--- src/design/mvm_pkg.sv ---
package mvm_pkg;

    localparam int MAX_ROWS    = 16;
    localparam int MAX_COLS    = 64;

    localparam int ROW_W       = 4;
    localparam int COL_W       = 6;
    localparam int VALUE_W     = 16;
    localparam int COLS_CFG_W  = 7;
    localparam int ROWS_CFG_W  = 5;
    localparam int CFG_IDX_W   = 1;
    localparam int CFG_DATA_W  = 7;

    localparam int ROW_IDX_W   = (MAX_ROWS > 1) ? $clog2(MAX_ROWS) : 1;
    localparam int COL_IDX_W   = (MAX_COLS > 1) ? $clog2(MAX_COLS) : 1;
    localparam int ROWS_CNT_W  = $clog2(MAX_ROWS + 1);
    localparam int MEM_DEPTH   = MAX_ROWS * MAX_COLS;
    localparam int MEM_ADDR_W  = $clog2(MEM_DEPTH);

    localparam int PROD_W      = 2 * VALUE_W;
    localparam int ACC_W       = 40;
    localparam int FRAC_SHIFT  = 14;
    localparam int SHIFTED_W   = ACC_W - FRAC_SHIFT;
    localparam int OUT_W       = 24;

    localparam logic signed [OUT_W-1:0] OUT_MAX = {1'b0, {(OUT_W-1){1'b1}}};
    localparam logic signed [OUT_W-1:0] OUT_MIN = {1'b1, {(OUT_W-1){1'b0}}};

    localparam logic [CFG_IDX_W-1:0] CFG_COLS_IDX = 1'd0;
    localparam logic [CFG_IDX_W-1:0] CFG_ROWS_IDX = 1'd1;

    localparam logic CMD_WEIGHT  = 1'b0;
    localparam logic CMD_ELEMENT = 1'b1;

    localparam int QUEUE_DEPTH = 2;
    localparam int QPTR_W      = $clog2(QUEUE_DEPTH);
    localparam int QCNT_W      = $clog2(QUEUE_DEPTH + 1);

    typedef enum logic [1:0] {
        OP_WRITE,
        OP_MAC,
        OP_CLOSE
    } op_kind_t;

    typedef struct packed {
        logic                      cmd;
        logic [ROW_W-1:0]          row;
        logic [COL_W-1:0]          col;
        logic signed [VALUE_W-1:0] value;
        logic                      last;
    } in_item_t;

    typedef struct packed {
        logic [ROW_W-1:0]          row_index;
        logic signed [OUT_W-1:0]   out_value;
        logic                      saturated;
        logic                      last_row;
    } out_item_t;

    typedef struct packed {
        op_kind_t                  kind;
        logic [ROW_IDX_W-1:0]      row;
        logic [COL_IDX_W-1:0]      col;
        logic signed [VALUE_W-1:0] value;
        logic                      last;
        logic [ROWS_CNT_W-1:0]     nrows;
    } op_t;

endpackage

--- src/design/mvm_front.sv ---
module mvm_front import mvm_pkg::*; (
    input  logic                  clk,
    input  logic                  rst_n,
    input  logic                  in_valid,
    output logic                  in_ready,
    input  in_item_t              in_data,
    input  logic                  cfg_we,
    input  logic [CFG_IDX_W-1:0]  cfg_index,
    input  logic [CFG_DATA_W-1:0] cfg_data,
    output logic                  push_valid,
    input  logic                  push_ready,
    output op_t                   push_op
);

    logic [COLS_CFG_W-1:0] cols_in_use_reg;
    logic [ROWS_CFG_W-1:0] rows_in_use_reg;
    logic [ROWS_CNT_W-1:0] nrows;
    logic                  wr_in_range;
    logic                  col_active;
    logic                  keep;

    always_ff @(posedge clk or negedge rst_n)
    begin
        if (!rst_n)
        begin
            cols_in_use_reg <= COLS_CFG_W'(MAX_COLS);
            rows_in_use_reg <= ROWS_CFG_W'(MAX_ROWS);
        end
        else if (cfg_we)
        begin
            case (cfg_index)
                CFG_COLS_IDX: cols_in_use_reg <= cfg_data[COLS_CFG_W-1:0];
                CFG_ROWS_IDX: rows_in_use_reg <= cfg_data[ROWS_CFG_W-1:0];
                default: ;
            endcase
        end
    end

    always_comb
    begin
        if (32'(rows_in_use_reg) > MAX_ROWS)
            nrows = ROWS_CNT_W'(MAX_ROWS);
        else
            nrows = ROWS_CNT_W'(rows_in_use_reg);

        wr_in_range = (32'(in_data.row) < MAX_ROWS) && (32'(in_data.col) < MAX_COLS);
        col_active  = (32'(in_data.col) < 32'(cols_in_use_reg)) &&
                      (32'(in_data.col) < MAX_COLS);

        push_op       = '0;
        push_op.row   = ROW_IDX_W'(in_data.row);
        push_op.col   = COL_IDX_W'(in_data.col);
        push_op.value = in_data.value;
        push_op.nrows = nrows;

        if (in_data.cmd == CMD_WEIGHT)
        begin
            push_op.kind = OP_WRITE;
            push_op.last = 1'b0;
            keep         = wr_in_range;
        end
        else
        begin
            push_op.kind = col_active ? OP_MAC : OP_CLOSE;
            push_op.last = in_data.last;
            keep         = col_active || in_data.last;
        end
    end

    // drop transfers that change nothing
    assign in_ready   = push_ready;
    assign push_valid = in_valid && keep;

endmodule

--- config.mk ---
export PLATFORM = sky130hd
export DESIGN_NAME = mvm_front
export DESIGN_NICKNAME = d
export VERILOG_FILES = /design/src/design/mvm_pkg.sv /design/src/design/mvm_front.sv
export SDC_FILE = /design/constraint.sdc
export NUM_CORES = 1
export LEC_CHECK = 0
export BUFFER_PORTS_ARGS = -buffer_cell sky130_fd_sc_hd__buf_2
export CAP_MARGIN = 5
export CORE_ASPECT_RATIO = 1.1
export CORE_MARGIN = 10
export CORE_UTILIZATION = 41
export CTS_BUF_LIST = sky130_fd_sc_hd__clkbuf_2 sky130_fd_sc_hd__clkbuf_4 sky130_fd_sc_hd__clkbuf_8
export DETAILED_ROUTE_END_ITERATION = 12
export PLACE_DENSITY = 0.87
export SETUP_SLACK_MARGIN = 0.1
export SLEW_MARGIN = 40
export SYNTH_ARGS = -nofsm -noshare
export SYNTH_HDL_FRONTEND = slang
export SYNTH_SLANG_ARGS = --single-unit
--- constraint.sdc ---
create_clock -name clk -period 3.4 [get_ports clk]
set_clock_uncertainty 0.15 [all_clocks]
set_input_delay 0 -clock clk [delete_from_list [all_inputs] [get_ports clk]]
set_output_delay 0 -clock clk [all_outputs]
set_load 0.01 [all_outputs]
==> metrics <==
number of buffer and inverter stages on the critical path=4; setup repair after global routing missed its margin=no; number of synthesized register bits=12; Top cell by count, worst path=sky130_fd_sc_hd__dlygate4sd3_1; initial core utilization=42.6%; clock tree from TritonCTS=built; number of nets in the final layout=179; post-synthesis net count=134; flip-flop count of the largest register, all copies and words added=7; CTS sink cnt=12; worst hold-check slack=0.0570 ns; Worst Setup End Kind=flip-flop; DRC violation count after routing=0; critical-path cell list=dlygate4sd3_1, buf_2, nor2b_2, nand2_1, dlygate4sd3_1, o21ai_1, dlygate4sd3_1; data arrival time of the critical path=2.44 ns; sequential area share after synthesis=35.5%; DP Worst Slack=1.87 ns; number of diodes added for antenna fixing=0; wire length of the first global-routing pass=4440 um; peak ir drop on the vdd network=0.227 mV; Gate Count Post-Synth=88; number of nets still failing antenna checks after routing=0; fraction of layout cells with a size suffix above 1=32.8%; number of buffers added on ports=34; routed via count divided by cell count=4.84; Chip Height=67.8 um; most area-consuming cells after synthesis=sky130_fd_sc_hd__dfrtp_1 29%, sky130_fd_sc_hd__buf_4 25%, sky130_fd_sc_hd__mux2_1 9.3%; type of the most critical hold path=in -> out; number of DRC markers after the initial detailed-route iteration=13; crit path max fanout=12; r2r setup slk=2.02 ns; area of the core=2000 um^2; power consumption=0.412 mW; syn_area_per_cell=9.68 um^2; last weighted congestion value of the routability-driven placer=0.667; max-slew violations=0; total number of placement rows=17; Max-slew headroom=68.1%; fraction of synthesized cell area taken by the top area cell type=29.4%; initial antenna violation count=0; Leak=0.592 nW; post-route core utilization=60.8%; vias in the first global route=898; number of placed I/O pins=77; max-capacitance violation count=0; buffers from clock root to sink, at most=2; routed wirelength normalized by instance count=18.3 um; largest net degree at the start of global routing=13; GR Overflow Total=0; summed instance area of the synthesized netlist=852 um^2; Final Hold Fails=0; Inserted Clock Buffers=3; Clk pin slew, worst setup/hold paths=0.07 ns; 1st-pass router iterations=4; type of the setup path with the least slack=in -> reg; P&R area growth vs syn=42.7%; status=completed; share of the clock period used by the worst path after layout=70.5%; Critical Path Source Type=input pin; vias post-DR=769; worst setup margin=1.00 ns; Max Clock Freq=0.417 GHz; worst-skew pair later-pin latency=0.26 ns; setup-violating endpoint count in the final report=0; level count of the clock H-tree=1; stage delay of the slowest cell on the critical path=0.58 ns; wire length after detailed routing=2910 um; die outline area=4300 um^2; cell at the root of the clock tree=sky130_fd_sc_hd__clkbuf_4; Distinct cells, synth=20; Die X=63.5 um; power per unit of standard cell area=339 nW/um^2; Slowest-stage cell, CP=sky130_fd_sc_hd__dlygate4sd3_1; critical path required time=3.44 ns; Total Neg Setup Slack=0 ns; combined global-route utilization of all metal layers=13.1%; detailed placer's ending HPWL=1730 um; worst-margin pin slew=0.477 ns; shortest period the worst path allows=2.40 ns; Yosys top cell by area=sky130_fd_sc_hd__dfrtp_1; cell family contributing the most delay on the critical path=buffers and inverters; count of yosys warnings during synthesis=0
cell usage in the layout (no fill, tap or decap), types with 2 or more instances in the layout:
master                          instances
sky130_fd_sc_hd__buf_2                 34
sky130_fd_sc_hd__mux2_1                 7
sky130_fd_sc_hd__inv_1                  6
sky130_fd_sc_hd__nand2_1                7
sky130_fd_sc_hd__and2_1                 2
sky130_fd_sc_hd__dfrtp_1               10
sky130_fd_sc_hd__nor2b_1                4
sky130_fd_sc_hd__clkbuf_4               3
sky130_fd_sc_hd__dlygate4sd3_1         35
sky130_fd_sc_hd__o21ai_1                5
sky130_fd_sc_hd__a21oi_1                3
sky130_fd_sc_hd__dfstp_2                2
sky130_fd_sc_hd__ha_1                   5
Yosys cell counts:
master and count:
sky130_fd_sc_hd__nand3_1 1, sky130_fd_sc_hd__clkbuf_1 1, sky130_fd_sc_hd__buf_4 28, sky130_fd_sc_hd__nor2_1 1, sky130_fd_sc_hd__o21ai_2 1, sky130_fd_sc_hd__o21ai_1 5, sky130_fd_sc_hd__inv_1 6, sky130_fd_sc_hd__nor2b_4 1
sky130_fd_sc_hd__nor2b_2 1, sky130_fd_sc_hd__dfstp_2 2, sky130_fd_sc_hd__ha_1 5, sky130_fd_sc_hd__a21oi_2 1, sky130_fd_sc_hd__nor2b_1 4, sky130_fd_sc_hd__dfrtp_1 10, sky130_fd_sc_hd__mux2_1 7, sky130_fd_sc_hd__and2_1 2
sky130_fd_sc_hd__and4b_1 1, sky130_fd_sc_hd__a21oi_1 3, sky130_fd_sc_hd__nand2_1 7, sky130_fd_sc_hd__o31a_1 1
where the power goes:
| group | total, mW | switching, mW | internal (mW) | leakage (nW) |
|---|---|---|---|---|
| sequential | 0.176 | 0.0108 | 0.165 | 0.141 |
| clock | 0.0814 | 0.0406 | 0.0408 | 0.0138 |
| combinational | 0.154 | 0.0754 | 0.0789 | 0.437 |
stage by stage:
| stage | instance area, um^2 | std cells |
|---|---|---|
| 2_1_floorplan | 852 | 88 |
| 3_3_place_gp | 843 | 121 |
| 3_5_place_dp | 843 | 121 |
| 4_1_cts | 1220 | 159 |
| 5_1_grt | 1220 | 159 |
| 6_report | 1220 | 159 |
worst paths after layout:
check | start | endpoint | depth (start not counted)
setup / recovery | cfg_index | cols_in_use_reg[1]$_DFFE_PN0P_ | 7
hold / removal | in_data[20] | push_op[25] | 2
setup reg to reg | cols_in_use_reg[1]$_DFFE_PN0P_ | cols_in_use_reg[1]$_DFFE_PN0P_ | 3
hold reg to reg | rows_in_use_reg[3]$_DFFE_PN0P_ | rows_in_use_reg[3]$_DFFE_PN0P_ | 1
max in group asynchronous | rst_n | rows_in_use_reg[1]$_DFFE_PN0P_ | 3
min in group asynchronous | rst_n | cols_in_use_reg[6]$_DFFE_PN1P_ | 2
per-layer routing:
layer	vias to the layer above	routed length, um	part of all wire [%]	GRT usage, %
met3	10	230	7.9	5.38
met4	0	103	3.5	5.74
met1	368	879	30	10.3
met2	44	1700	58	27.5
li1	347	-	-	-
met5	-	0	0	0
kinds of logic (layout without fill, tap and decap cells):
family,count (synthesis),in the layout,synth area share (%)
buffers and inverters,35,78,27.8
AND/OR/NAND/NOR,18,18,12.3
flip-flops,12,12,35.5
AO/OA/AOI/OAI,11,11,7.78
multiplexers,7,7,9.25
adder cells (fa/ha/maj),5,5,7.34
timing repair:
item | 4_1_cts | 5_1_grt
buffers inserted | 0 | 0
hold buffers | 35 | 0
hold endpoints to repair | 45 | 0
resized for setup | 0 | 0
setup endpoints to repair | 0 | 0
final cells by class:
class	count	area (um^2)
multi-input combinational	41	313
clock buffer	3	22.5
sequential	12	303
fill	175	783
timing repair buffer	69	520
tap	28	35.0
inverter	6	22.5
Note: power is estimated with default switching activity, not from simulation.
