$ cat config.mk
export PLATFORM = sky130hd
export DESIGN_NAME = mvm_queue
export DESIGN_NICKNAME = d
export VERILOG_FILES = /design/src/design/mvm_pkg.sv /design/src/design/mvm_queue.sv
export SDC_FILE = /design/constraint.sdc
export NUM_CORES = 1
export LEC_CHECK = 0
export BUFFER_PORTS_ARGS = -buffer_cell sky130_fd_sc_hd__buf_2
export CAP_MARGIN = 10
export CORE_ASPECT_RATIO = 0.5
export CORE_MARGIN = 1
export CORE_UTILIZATION = 56
export DETAILED_ROUTE_END_ITERATION = 6
export HOLD_SLACK_MARGIN = 0.06
export MAX_ROUTING_LAYER = met4
export PLACE_DENSITY_LB_ADDON = 0.12
export SYNTH_ARGS = -nofsm -noshare
export SYNTH_HDL_FRONTEND = slang
export SYNTH_SLANG_ARGS = --single-unit
export TNS_END_PERCENT = 100
$ cat constraint.sdc
create_clock -name clk -period 5.5 [get_ports clk]
set_clock_uncertainty 0.15 [all_clocks]
set_input_delay 1.65 -clock clk [delete_from_list [all_inputs] [get_ports clk]]
set_output_delay 1.65 -clock clk [all_outputs]
set_load 0.05 [all_outputs]
$ cat src/design/mvm_pkg.sv
package mvm_pkg;

    localparam int MAX_ROWS    = 16;
    localparam int MAX_COLS    = 64;

    localparam int ROW_W       = 4;
    localparam int COL_W       = 6;
    localparam int VALUE_W     = 16;
    localparam int COLS_CFG_W  = 7;
    localparam int ROWS_CFG_W  = 5;
    localparam int CFG_IDX_W   = 1;
    localparam int CFG_DATA_W  = 7;

    localparam int ROW_IDX_W   = (MAX_ROWS > 1) ? $clog2(MAX_ROWS) : 1;
    localparam int COL_IDX_W   = (MAX_COLS > 1) ? $clog2(MAX_COLS) : 1;
    localparam int ROWS_CNT_W  = $clog2(MAX_ROWS + 1);
    localparam int MEM_DEPTH   = MAX_ROWS * MAX_COLS;
    localparam int MEM_ADDR_W  = $clog2(MEM_DEPTH);

    localparam int PROD_W      = 2 * VALUE_W;
    localparam int ACC_W       = 40;
    localparam int FRAC_SHIFT  = 14;
    localparam int SHIFTED_W   = ACC_W - FRAC_SHIFT;
    localparam int OUT_W       = 24;

    localparam logic signed [OUT_W-1:0] OUT_MAX = {1'b0, {(OUT_W-1){1'b1}}};
    localparam logic signed [OUT_W-1:0] OUT_MIN = {1'b1, {(OUT_W-1){1'b0}}};

    localparam logic [CFG_IDX_W-1:0] CFG_COLS_IDX = 1'd0;
    localparam logic [CFG_IDX_W-1:0] CFG_ROWS_IDX = 1'd1;

    localparam logic CMD_WEIGHT  = 1'b0;
    localparam logic CMD_ELEMENT = 1'b1;

    localparam int QUEUE_DEPTH = 2;
    localparam int QPTR_W      = $clog2(QUEUE_DEPTH);
    localparam int QCNT_W      = $clog2(QUEUE_DEPTH + 1);

    typedef enum logic [1:0] {
        OP_WRITE,
        OP_MAC,
        OP_CLOSE
    } op_kind_t;

    typedef struct packed {
        logic                      cmd;
        logic [ROW_W-1:0]          row;
        logic [COL_W-1:0]          col;
        logic signed [VALUE_W-1:0] value;
        logic                      last;
    } in_item_t;

    typedef struct packed {
        logic [ROW_W-1:0]          row_index;
        logic signed [OUT_W-1:0]   out_value;
        logic                      saturated;
        logic                      last_row;
    } out_item_t;

    typedef struct packed {
        op_kind_t                  kind;
        logic [ROW_IDX_W-1:0]      row;
        logic [COL_IDX_W-1:0]      col;
        logic signed [VALUE_W-1:0] value;
        logic                      last;
        logic [ROWS_CNT_W-1:0]     nrows;
    } op_t;

endpackage

$ cat src/design/mvm_queue.sv
module mvm_queue import mvm_pkg::*; (
    input  logic clk,
    input  logic rst_n,
    input  logic push_valid,
    output logic push_ready,
    input  op_t  push_op,
    output logic pop_valid,
    input  logic pop_ready,
    output op_t  pop_op
);

    op_t               slot_reg [QUEUE_DEPTH];
    logic [QPTR_W-1:0] wr_ptr_reg;
    logic [QPTR_W-1:0] rd_ptr_reg;
    logic [QCNT_W-1:0] count_reg;
    logic              do_push;
    logic              do_pop;

    assign push_ready = (32'(count_reg) < QUEUE_DEPTH);
    assign pop_valid  = (count_reg != '0);
    assign pop_op     = slot_reg[rd_ptr_reg];
    assign do_push    = push_valid && push_ready;
    assign do_pop     = pop_valid && pop_ready;

    always_ff @(posedge clk)
    begin
        if (do_push)
            slot_reg[wr_ptr_reg] <= push_op;
    end

    always_ff @(posedge clk or negedge rst_n)
    begin
        if (!rst_n)
        begin
            wr_ptr_reg <= '0;
            rd_ptr_reg <= '0;
            count_reg  <= '0;
        end
        else
        begin
            if (do_push)
                wr_ptr_reg <= (32'(wr_ptr_reg) == QUEUE_DEPTH - 1) ? '0 :
                              wr_ptr_reg + QPTR_W'(1);
            if (do_pop)
                rd_ptr_reg <= (32'(rd_ptr_reg) == QUEUE_DEPTH - 1) ? '0 :
                              rd_ptr_reg + QPTR_W'(1);
            if (do_push && !do_pop)
                count_reg <= count_reg + QCNT_W'(1);
            else if (do_pop && !do_push)
                count_reg <= count_reg - QCNT_W'(1);
        end
    end

endmodule

==> results.md, run 1 <==
- CTS Buf Count: 9
- Number of vias per cell: 4.72
- Final Max Slew Viols: 0
- Leading cell types by count after synthesis: edfxtp_1 (68), mux2_4 (29), mux2_2 (5)
- Area contributors post-synth: edfxtp_1 (73%), mux2_4 (16%), dfrtp_1 (3.6%)
- Max reg flops: 68
- P_int: 0.00121 W
- Maxcap violations: 0
- Setup Viol. Count Final: 0
- Post-Route WL: 4020 um
- Area leader, netlist: edfxtp_1
- Clk slew on worst S/H paths: 60 ps
- Worst-Margin Slew: 1070 ps
- Synth Register Bits: 72
- Hold Path Depth: 1
- Post-route insts no fill: 274
- First-pass GRT wire length: 6110 um
- Vias in the first global route: 1301
- Die extent in y: 52.0 um
- Logic pwr share: 0.401
- Hold Vio Cnt, Final: 0
- N_diodes: 0
- Antenna-violating nets left: 0
- Total track usage: 0.176
- Min-delay worst type: reg2reg
- RSZ-0062 raised after global routing: no
- PwrDens: 597 nW/um2
- Critical Path Start Type: flop
- Final worst path period share: 0.697
- Slew HR: 0.288
- Total clock sinks: 72
- Setup crit end kind: output pin
- DR WL/cell: 14.7 um
- Total setup buffers inserted after CTS: 0
- Synth Net Count: 162
- Status: completed
- Mapped cell area: 2800 um2
- CTS root buf: clkbuf_8
- Most numerous cell in the Yosys netlist: edfxtp_1
- Setup CP Type: reg2out
- CTS H-tree depth: 3
- Fraction of the yosys area taken by sequential cells: 0.766
- IO buf count: 73
- Iter 0 DRT Violations: 25
- Placer Congestion: 0.591
- Leakage: 1.35 nW
- Inst Count DP: 258
- Remaining DRCs: 0
- Min-delay src: count_reg[0]
- 1st-pass router iterations: 4
- Largest net degree at the start of global routing: 36
- Synthesis-to-layout area growth: 20.2%
- EDFF count, synth: 68
- Die area: 5300 um2
- Hold_buf cts: 0
- Clock Latency Late Sink: 330 ps
- CTS resizes: 0
- Hold endpoint: count_reg[0]
- Total grt overflow: 0
- R2R Setup Slk: 3380 ps
- Starting density of the core: 0.609
- CTS Buffer Depth: 2
- Sw Ratio: 0.398
- Share of layout cells above drive strength 1: 0.587
- Gate count of the mapped netlist: 123
- Clk pwr share: 0.189
- CP Data Required Time: 3700 ps
- Rows: 17
- Unique masters post-synth: 15
- Worst Path Max Fanout: 35
- Core Area: 4590 um2
- Sequential Power Share: 0.409
- Crit path time final: 3830 ps
- Die width: 102 um
- TNS Setup: 0 ps
- Total chip power: 0.00201 W
- Async S/R FF share, synth: 0.0556
- NetSw: 0.000798 W
- Maximum vdd ir drop: 0.396 mV
- Synth Area per Inst: 22.7 um2
- Via Count: 1294
- Post-synth top area share: 0.730
- Primary FF master, synth: edfxtp_1
- R2r startpoint: count_reg[1]
- Initial antenna violation count: 0
- Fin nets: 242
- Max Clk Rate: 0.261 GHz
- CTS tree: done
- Boundary pin count: 74
- Synth warn: 0
- RR Endpoint: slot_reg[0][18]
- CP arrival: 2030 ps
- Worst R2R Path Depth: 2
- Final Util: 0.732
-- metal layers --
layer,up-vias,GRT usage,share of wire
met5,-,-,0
li1,633,-,-
met1,609,0.202,0.44
met4,0,0.0571,0.0085
met2,46,0.270,0.48
met3,6,0.0927,0.073
-- cell usage in the layout, fill, tap and decap left out, drive strengths merged --
cell type and count:
or2 1, xnor2 3, clkbuf 11, dfrtp 4, nor2b 2, inv 1
ha 1, xor2 2, nand2 1, edfxtp 68, and2 1, buf 73
bufinv 1, clkinv 4, mux2 34, nor2 1
-- worst max-delay path, stage by stage, from the launching register on --
cell	delay [ps]
dfrtp_2	1070
mux2_2	420
buf_2	210
-- cell families after synthesis --
family,synth area share
DFF,0.766
adders and majority gates,0.00447
xor gates and xnor gates,0.0157
and+or+nand+nor,0.0116
muxes,0.176
buffers and inverters,0.0268
-- cell type report --
class	instances	area, um2
sequential	72	2140
fill	316	1230
multi-input combinational	46	589
timing repair buffer	73	365
clock buffer	11	131
tap	66	82.6
clock inverter	5	47.5
inverter	1	3.75
-- worst max-delay path by stage --
stage / startpoint / to / slack, ps / cells past startpoint
6_report: rd_ptr_reg / pop_op[12] / 1670 / 2
5_1_grt: rd_ptr_reg / pop_op[13] / 1540 / 2
4_1_cts: rd_ptr_reg / pop_op[12] / 1630 / 2
3_5_place_dp: push_valid / slot_reg[0][28] / 1980 / 3
3_3_place_gp: rd_ptr_reg / pop_op[13] / 2000 / 2
2_1_floorplan: push_valid / slot_reg[0][0] / 1460 / 2
-- metrics by stage --
step                hold slack, ps  setup WS, ps  instance area, um2
floorplan                      305          1460                2800
global placement               343          2000                3180
detailed placement             374          1980                3180
CTS                            385          1630                3360
global route                   407          1540                3360
finish                         382          1670                3360
-- power by group through the flow --
stage	combinational (W)	clock, W	sequential [W]
5_1_grt	0.000847	0.000415	0.000836
3_3_place_gp	0.000808	0	0.000829
4_1_cts	0.000815	0.000392	0.000825
3_5_place_dp	0.000814	0	0.000837
2_1_floorplan	0.000782	0	0.000759
6_report	0.000806	0.000380	0.000822
Note: power is estimated with default switching activity, not from simulation.
==> run 2, diff against run 1 <==
- CORE_UTILIZATION: 56 -> 47
- clock period: 5.5 -> 3.4 ns (I/O delays scaled with it)
==> results.md, run 2 (synthesized netlist as in run 1, its figures left out) <==
- Vias in the first global route: 1431 (+10%)
- Worst setup path start: rd_ptr_reg
- Share of layout cells above drive strength 1: 0.594 (+0.00780)
- Crit path time final: 2820 ps
- Worst Path Max Fanout: 30 (-14%)
- Antenna-violating nets left: 0 (unchanged)
- Core Area: 5610 um2 (+22%)
- CTS Buffer Depth: 2 (unchanged)
- Largest net degree at the start of global routing: 31 (-14%)
- First-pass GRT wire length: 6840 um (+12%)
- IO buf count: 73 (unchanged)
- Hold Vio Cnt, Final: 0 (unchanged)
- Sw Ratio: 0.383 (-0.0144)
- Setup crit end kind: output pin
- Remaining DRCs: 14 (+14)
- NetSw: 0.00133 W (+67%)
- Sequential Power Share: 0.357 (-0.052)
- Die extent in y: 56.6 um (+8.8%)
- Most frequent cells in the layout: buf_2 (73), edfxtp_1 (68), mux2_4 (29)
- Starting density of the core: 0.499 (-0.110)
- Post-Route WL: 4240 um (+5.5%)
- Total clock sinks: 72 (unchanged)
- Slew HR: 0.674 (+0.386)
- Iter 0 DRT Violations: 103 (+310%)
- Clock Latency Late Sink: 320 ps (about the same)
- Fin nets: 246 (+1.7%)
- CTS H-tree depth: 3 (unchanged)
- PnR worst setup slack: 581 ps (-1090 ps)
- Failing checks: design-rule violations
- Commonest non-fill, non-tap cell in the layout: buf_2
- Final Util: 0.627 (-0.105)
- Setup CP Type: reg2out
- Clk slew on worst S/H paths: 50 ps (about the same)
- CP Data Required Time: 2230 ps (-1470 ps)
- Pre-CTS WS: 815 ps (-1160 ps)
- TNS Setup: 0 ps (unchanged)
- Status: complete, but fails checks
- Min-delay worst type: in2async
- Rows: 19 (+2)
- Max Clk Rate: 0.355 GHz
- Maximum vdd ir drop: 0.685 mV (+73%)
- Number of vias per cell: 4.79 (+1.3%)
- CTS Buf Count: 9 (unchanged)
- Die width: 111 um (+9.0%)
- Die area: 6280 um2 (+19%)
- Leakage: 1.42 nW (+5.0%)
- CTS root buf: clkbuf_16
- Critical Path Start Type: flop
- Setup Viol. Count Final: 0 (unchanged)
- CTS tree: done
- Worst hold slack: 349 ps (-32.5 ps)
- Total setup buffers inserted after CTS: 0 (unchanged)
- PwrDens: 988 nW/um2 (+66%)
- N_diodes: 0 (unchanged)
- Via Count: 1364 (+5.4%)
- Hold_buf cts: 0 (unchanged)
- CTS resizes: 0 (unchanged)
- P_int: 0.00214 W (+77%)
- Maxcap violations: 0 (unchanged)
- Boundary pin count: 74 (unchanged)
- Total track usage: 0.159 (-0.0169)
- Synthesis-to-layout area growth: 25.7%
- Total grt overflow: 0 (unchanged)
- CP arrival: 1650 ps (-380 ps)
- Clk pwr share: 0.228 (+0.039)
- Initial antenna violation count: 0 (unchanged)
- Max reg flops: 68 (unchanged)
- Worst-Margin Slew: 488 ps (-579 ps)
- 1st-pass router iterations: 7 (+3)
- Placer Congestion: 0.690 (+17%)
- DR WL/cell: 14.9 um (+1.4%)
- Final worst path period share: 0.829
- Logic pwr share: 0.415 (+0.014)
- Final Max Slew Viols: 0 (unchanged)
- RSZ-0062 raised after global routing: no
- R2r startpoint: count_reg[1]
-- run 2: changes by cell type in the layout (fill, tap and decap cells not counted), sizes merged --
cell    delta
bufinv     -1
clkinv     +2
buf        +4
clkbuf     -1
-- run 2: per-layer routing --
| layer | track usage | part of all wire | vias to the layer above |
|---|---|---|---|
| met5 | - | 0 | - |
| met4 | 0.0637 | 0.0024 | 0 |
| met3 | 0.0832 | 0.066 | 2 |
| met2 | 0.250 | 0.50 | 45 |
| met1 | 0.173 | 0.43 | 674 |
| li1 | - | - | 643 |
-- run 2: worst max-delay path, stage by stage, from the launching register on --
cell,delay (ps)
dfrtp_2,470
buf_12,270
mux2_2,360
buf_2,210
-- run 2: final timing paths --
kind                                    to  slack, ps  depth (start not counted)
hold / removal                  wr_ptr_reg        350                          1
max in group asynchronous       rd_ptr_reg       2610                          1
setup / recovery                pop_op[12]        580                          3
min in group clk              count_reg[0]        370                          1
setup reg to reg           slot_reg[1][24]       1560                          3
hold reg to reg               count_reg[0]        370                          1
-- run 2: power by group through the flow --
stage	clock, W	sequential (W)	combinational [W]
2_1_floorplan	0	0.00123	0.00127
3_3_place_gp	0	0.00125	0.00145
3_5_place_dp	0	0.00126	0.00146
4_1_cts	0.000814	0.00124	0.00146
5_1_grt	0.000860	0.00126	0.00151
6_report	0.000792	0.00124	0.00144
-- run 2: stage by stage --
| stage | power [W] | instances | cell area [um2] |
|---|---|---|---|
| 2_1_floorplan | 0.00249 | 123 | 2800 |
| 3_3_place_gp | 0.00270 | 269 | 3260 |
| 3_5_place_dp | 0.00272 | 269 | 3260 |
| 4_1_cts | 0.00352 | 285 | 3520 |
| 5_1_grt | 0.00363 | 285 | 3520 |
| 6_report | 0.00347 | 285 | 3520 |
-- run 2: cell type report --
type | instances | area [um2]
clock buffer | 10 | 229
multi-input combinational | 46 | 589
inverter | 1 | 3.75
sequential | 72 | 2140
clock inverter | 6 | 26.3
timing repair buffer | 77 | 433
tap | 73 | 91.3
fill | 434 | 2090
